## src/sv/red_ram.sv

```systemverilog
`timescale 1ns / 1ps
module red_ram #(
  parameter int Width = 32,
  parameter int Depth = 16
) (
  input  logic                     clk,
  input  logic                     we,
  input  logic [$clog2(Depth)-1:0] waddr,
  input  logic [Width-1:0]         wdata,
  input  logic [$clog2(Depth)-1:0] raddr,
  output logic [Width-1:0]         rdata
);
  logic [Width-1:0] mem [Depth];

  always_ff @(posedge clk) begin
    if (we) begin
      mem[waddr] <= wdata;
    end
    rdata <= mem[raddr];
  end
endmodule

```

## config.mk

```make
export PLATFORM = sky130hd
export DESIGN_NAME = red_ram
export DESIGN_NICKNAME = d
export VERILOG_FILES = /design/src/sv/red_ram.sv
export SDC_FILE = /design/constraint.sdc
export NUM_CORES = 1
export LEC_CHECK = 0
export CORE_MARGIN = 4
export CORE_UTILIZATION = 62
export CTS_BUF_LIST = sky130_fd_sc_hd__clkbuf_8
export DETAILED_ROUTE_END_ITERATION = 16
export DONT_BUFFER_PORTS = 1
export PLACE_DENSITY = 0.86
export SYNTH_ARGS = -nofsm -noshare
export SYNTH_HDL_FRONTEND = slang
export SYNTH_SLANG_ARGS = --single-unit
```

## constraint.sdc

```tcl
create_clock -name clk -period 6.47 [get_ports clk]
set_clock_uncertainty 0.15 [all_clocks]
set_input_delay 0.9705 -clock clk [delete_from_list [all_inputs] [get_ports clk]]
set_output_delay 0.9705 -clock clk [all_outputs]
set_load 0.01 [all_outputs]
```

==> results.rst <==
.. list-table::
   :header-rows: 1

   * - Metric
     - Value
   * - Status
     - completed
   * - Number of buffers inserted by post-CTS setup repair
     - 0
   * - GP Congestion
     - 0.693
   * - Count of endpoints failing setup in the final report
     - 0
   * - Buffers & Inverters on Critical Path
     - 0
   * - Number of design-rule violations left by the first detailed-router iteration
     - 975
   * - Mapped Nets
     - 880
   * - Peak clock frequency supported by timing
     - 413 MHz
   * - # DRC
     - 0
   * - Cells on worst reg2reg path
     - 3
   * - Die area
     - 35000 sq um
   * - Sw Ratio
     - 20.2%
   * - Leakage Power
     - 0.00703 uW
   * - CTS root buffer
     - clkbuf_8
   * - Remaining antenna violation count after routing
     - 0
   * - Insertion delay to the later sink of the worst-skew pair
     - 0.60 ns
   * - Final number of hold-violating endpoints
     - 0
   * - Worst path max stage delay
     - 0.90 ns
   * - Clock transition at the registers of the reported paths
     - 0.07 ns
   * - Pre-Repair DR Iteration Count
     - 5
   * - Launch instance of the worst register-to-register path
     - mem[3][18]$_DFFE_PP_
   * - WP data arrival
     - 2.47 ns
   * - R2r endpoint
     - rdata[18]$_DFF_P_
   * - Number of buffers added by the clock tree synthesis step
     - 82
   * - Comb power frac
     - 2.9%
   * - Cell chain of the critical path
     - or3b_2 > nor2_4
   * - RSZ-0062 raised after global routing
     - no
   * - Global-route usage over all layers
     - 22.3%
   * - Critical path required time
     - 6.52 ns
   * - Detailed placement HPWL
     - 19.9 mm
   * - Die Wd
     - 187 microns
   * - Setup crit start
     - waddr[2]
   * - Crit path depth
     - 2
   * - Cell area after technology mapping
     - 19900 sq um
   * - Ratio of cells with drive above 1 in the final layout
     - 28.3%
   * - Internal power
     - 5520 uW
   * - Synth-to-layout area growth
     - 10.7%
   * - Worst Setup EP
     - mem[1][25]$_DFFE_PP_
   * - Number of register bits inferred by synthesis
     - 544
   * - Share of the cycle needed by the critical path after routing
     - 37.4%
   * - Clock sink count
     - 544
   * - Sum of negative setup slack
     - 0 ns
   * - Final slew viol count
     - 0
   * - Kind of cell adding the most delay to the critical path
     - simple AND/OR/NAND/NOR gates
   * - Initial core utilization
     - 62.9%
   * - Post-Synthesis Mean Instance Area
     - 23.7 sq um
   * - Layout net count
     - 931
   * - Reported net switching power
     - 1400 uW
   * - Critical path capture point type
     - flip-flop
   * - Final WL
     - 38.0 mm
   * - CTS max path bufs
     - 3
   * - Proportion of power drawn by flip-flops and latches
     - 57.6%
   * - Register area share after synthesis
     - 80.7%
   * - Power per cell area
     - 315 nW/um^2
   * - Number of antenna diodes
     - 0
   * - Top-level I/O count
     - 74
   * - Final total power
     - 6920 uW
   * - Number of cells produced by synthesis
     - 838
   * - Total of warnings raised by yosys
     - 0
   * - Total gr overflow
     - 0
   * - Distinct cells, synth
     - 18
   * - CTS tree
     - yes
   * - Average wire per standard cell
     - 27.9 microns
   * - Num rows
     - 65
   * - Max-Cap Viols
     - 0
   * - Kind of launch point of the worst setup path
     - primary input
   * - Via count of the first global-routing pass
     - 9670
   * - Number of vias after detailed routing
     - 8897
   * - Worst reg2reg setup slack
     - 4.79 ns
   * - CTS resizes
     - 0
   * - Via count normalized by instance count
     - 6.54
   * - Number of buffers added to fix hold violations after cts
     - 0
   * - Worst-Margin Slew
     - 1.22 ns
   * - Clock share of power
     - 39.5%
   * - Worst hold-check path type
     - in2reg
   * - Quantity of I/O buffers inserted on ports
     - 0
   * - Antenna violations before repair
     - 0
   * - Maximum fanout along the worst path
     - 32
   * - Wire length of the first global-routing pass
     - 58.8 mm
   * - Pin count of the biggest net entering global routing
     - 129
   * - Worst path slowest cell
     - nor2_4
   * - Fill cell count
     - 1737
   * - IR Drop Worst-Case VDD
     - 0.235 mV
   * - Final critical-path required period
     - 2.42 ns
   * - Class of the most critical setup path
     - in2reg
   * - Number of H-tree levels
     - 3
   * - Core area
     - 31600 sq um
   * - Slew HR
     - 18.4%
   * - Height of the die
     - 187 microns
cell families (layout without fill, tap and decap cells):
kind of cell	Yosys count	in the layout	synth area share, %
multiplexers	128	128	14.5
AO/OA/AOI/OAI	64	64	2.42
flip-flops	544	544	80.7
buffers and inverters	43	163	1.12
AND/OR/NAND/NOR	59	59	1.27
stage by stage:
| stage | hold WS [ns] | setup slack, ns | utilization (%) | area (sq um) | std cells |
|---|---|---|---|---|---|
| 6_report | 0.313 | 4.05 | 69.7 | 22000 | 1360 |
| 5_1_grt | 0.268 | 4.01 | 69.7 | 22000 | 1360 |
| 4_1_cts | 0.280 | 4.07 | 69.7 | 22000 | 1360 |
| 3_5_place_dp | 0.508 | 3.45 | 64.5 | 20300 | 1207 |
| 3_3_place_gp | 0.497 | 3.50 | 64.5 | 20300 | 1207 |
| 2_1_floorplan | 0.485 | 2.17 | - | 19900 | 838 |
synth_stat cells (all sizes together):
cell type  count  area share, %
nand2         33           0.62
nand3          1          0.025
mux4         128             15
or3b           1          0.044
nand2b         2          0.063
edfxtp       512             77
buf           26           0.80
nor2b          2          0.063
dfxtp         32            3.2
and2           1          0.032
clkbuf        17           0.32
nand3b         2          0.076
nor3           4           0.10
a22oi         64            2.4
nor2          13           0.25
power groups by stage:
stage | Combinational (uW) | Clock (uW) | Sequential (uW)
5_1_grt | 213 | 2950 | 3990
2_1_floorplan | 189 | 0 | 4040
3_3_place_gp | 194 | 0 | 4050
6_report | 200 | 2730 | 3980
4_1_cts | 203 | 2780 | 3980
3_5_place_dp | 201 | 0 | 4060
sequential cells by signal, indices dropped and copies added (netlist names):
name / cells
mem: 512
rdata: 32
cell type report:
type / count / area, sq um / share of cell area, %
multi-input combinational: 251 / 3750 / 17.1
sequential: 544 / 16000 / 72.9
clock buffer: 95 / 1310 / 5.95
clock inverter: 58 / 333 / 1.51
timing repair buffer: 10 / 75.1 / 0.341
tap: 402 / 503 / 2.29
worst min-delay path by stage:
stage	start	to	slack [ns]	cells after the start
final	wdata[20]	mem[13][20]$_DFFE_PP_	0.31	0
after global routing	wdata[22]	mem[9][22]$_DFFE_PP_	0.27	0
after CTS	wdata[29]	mem[14][29]$_DFFE_PP_	0.28	0
after detailed placement	mem[14][31]$_DFFE_PP_	rdata[31]$_DFF_P_	0.51	3
after global placement	mem[15][7]$_DFFE_PP_	rdata[7]$_DFF_P_	0.50	3
after floorplan	mem[14][0]$_DFFE_PP_	rdata[0]$_DFF_P_	0.48	3
placed cells by master, fill, tap and decap left out, drive strengths merged:
cell	Yosys	routed
edfxtp	512	512
mux4	128	128
clkbuf	17	95
a22oi	64	64
nand2	33	33
inv	0	33
dfxtp	32	32
clkinv	0	20
nor2	13	13
buf	26	10
nor3	4	4
bufinv	0	3
nor2b	2	2
nand3b	2	2
nand2b	2	2
clkinvlp	0	2
and2	1	1
nand3	1	1
or3b	1	1
layer usage:
layer	track usage, %	up-vias	share of wire [%]	wire length [microns]
li1	-	3685	-	-
met1	31.5	4697	39	14700
met2	36.2	459	51	19600
met3	5.41	56	8.2	3130
met4	5.97	0	1.6	621
met5	0	-	0	0
(Power assumes the default switching activity.)
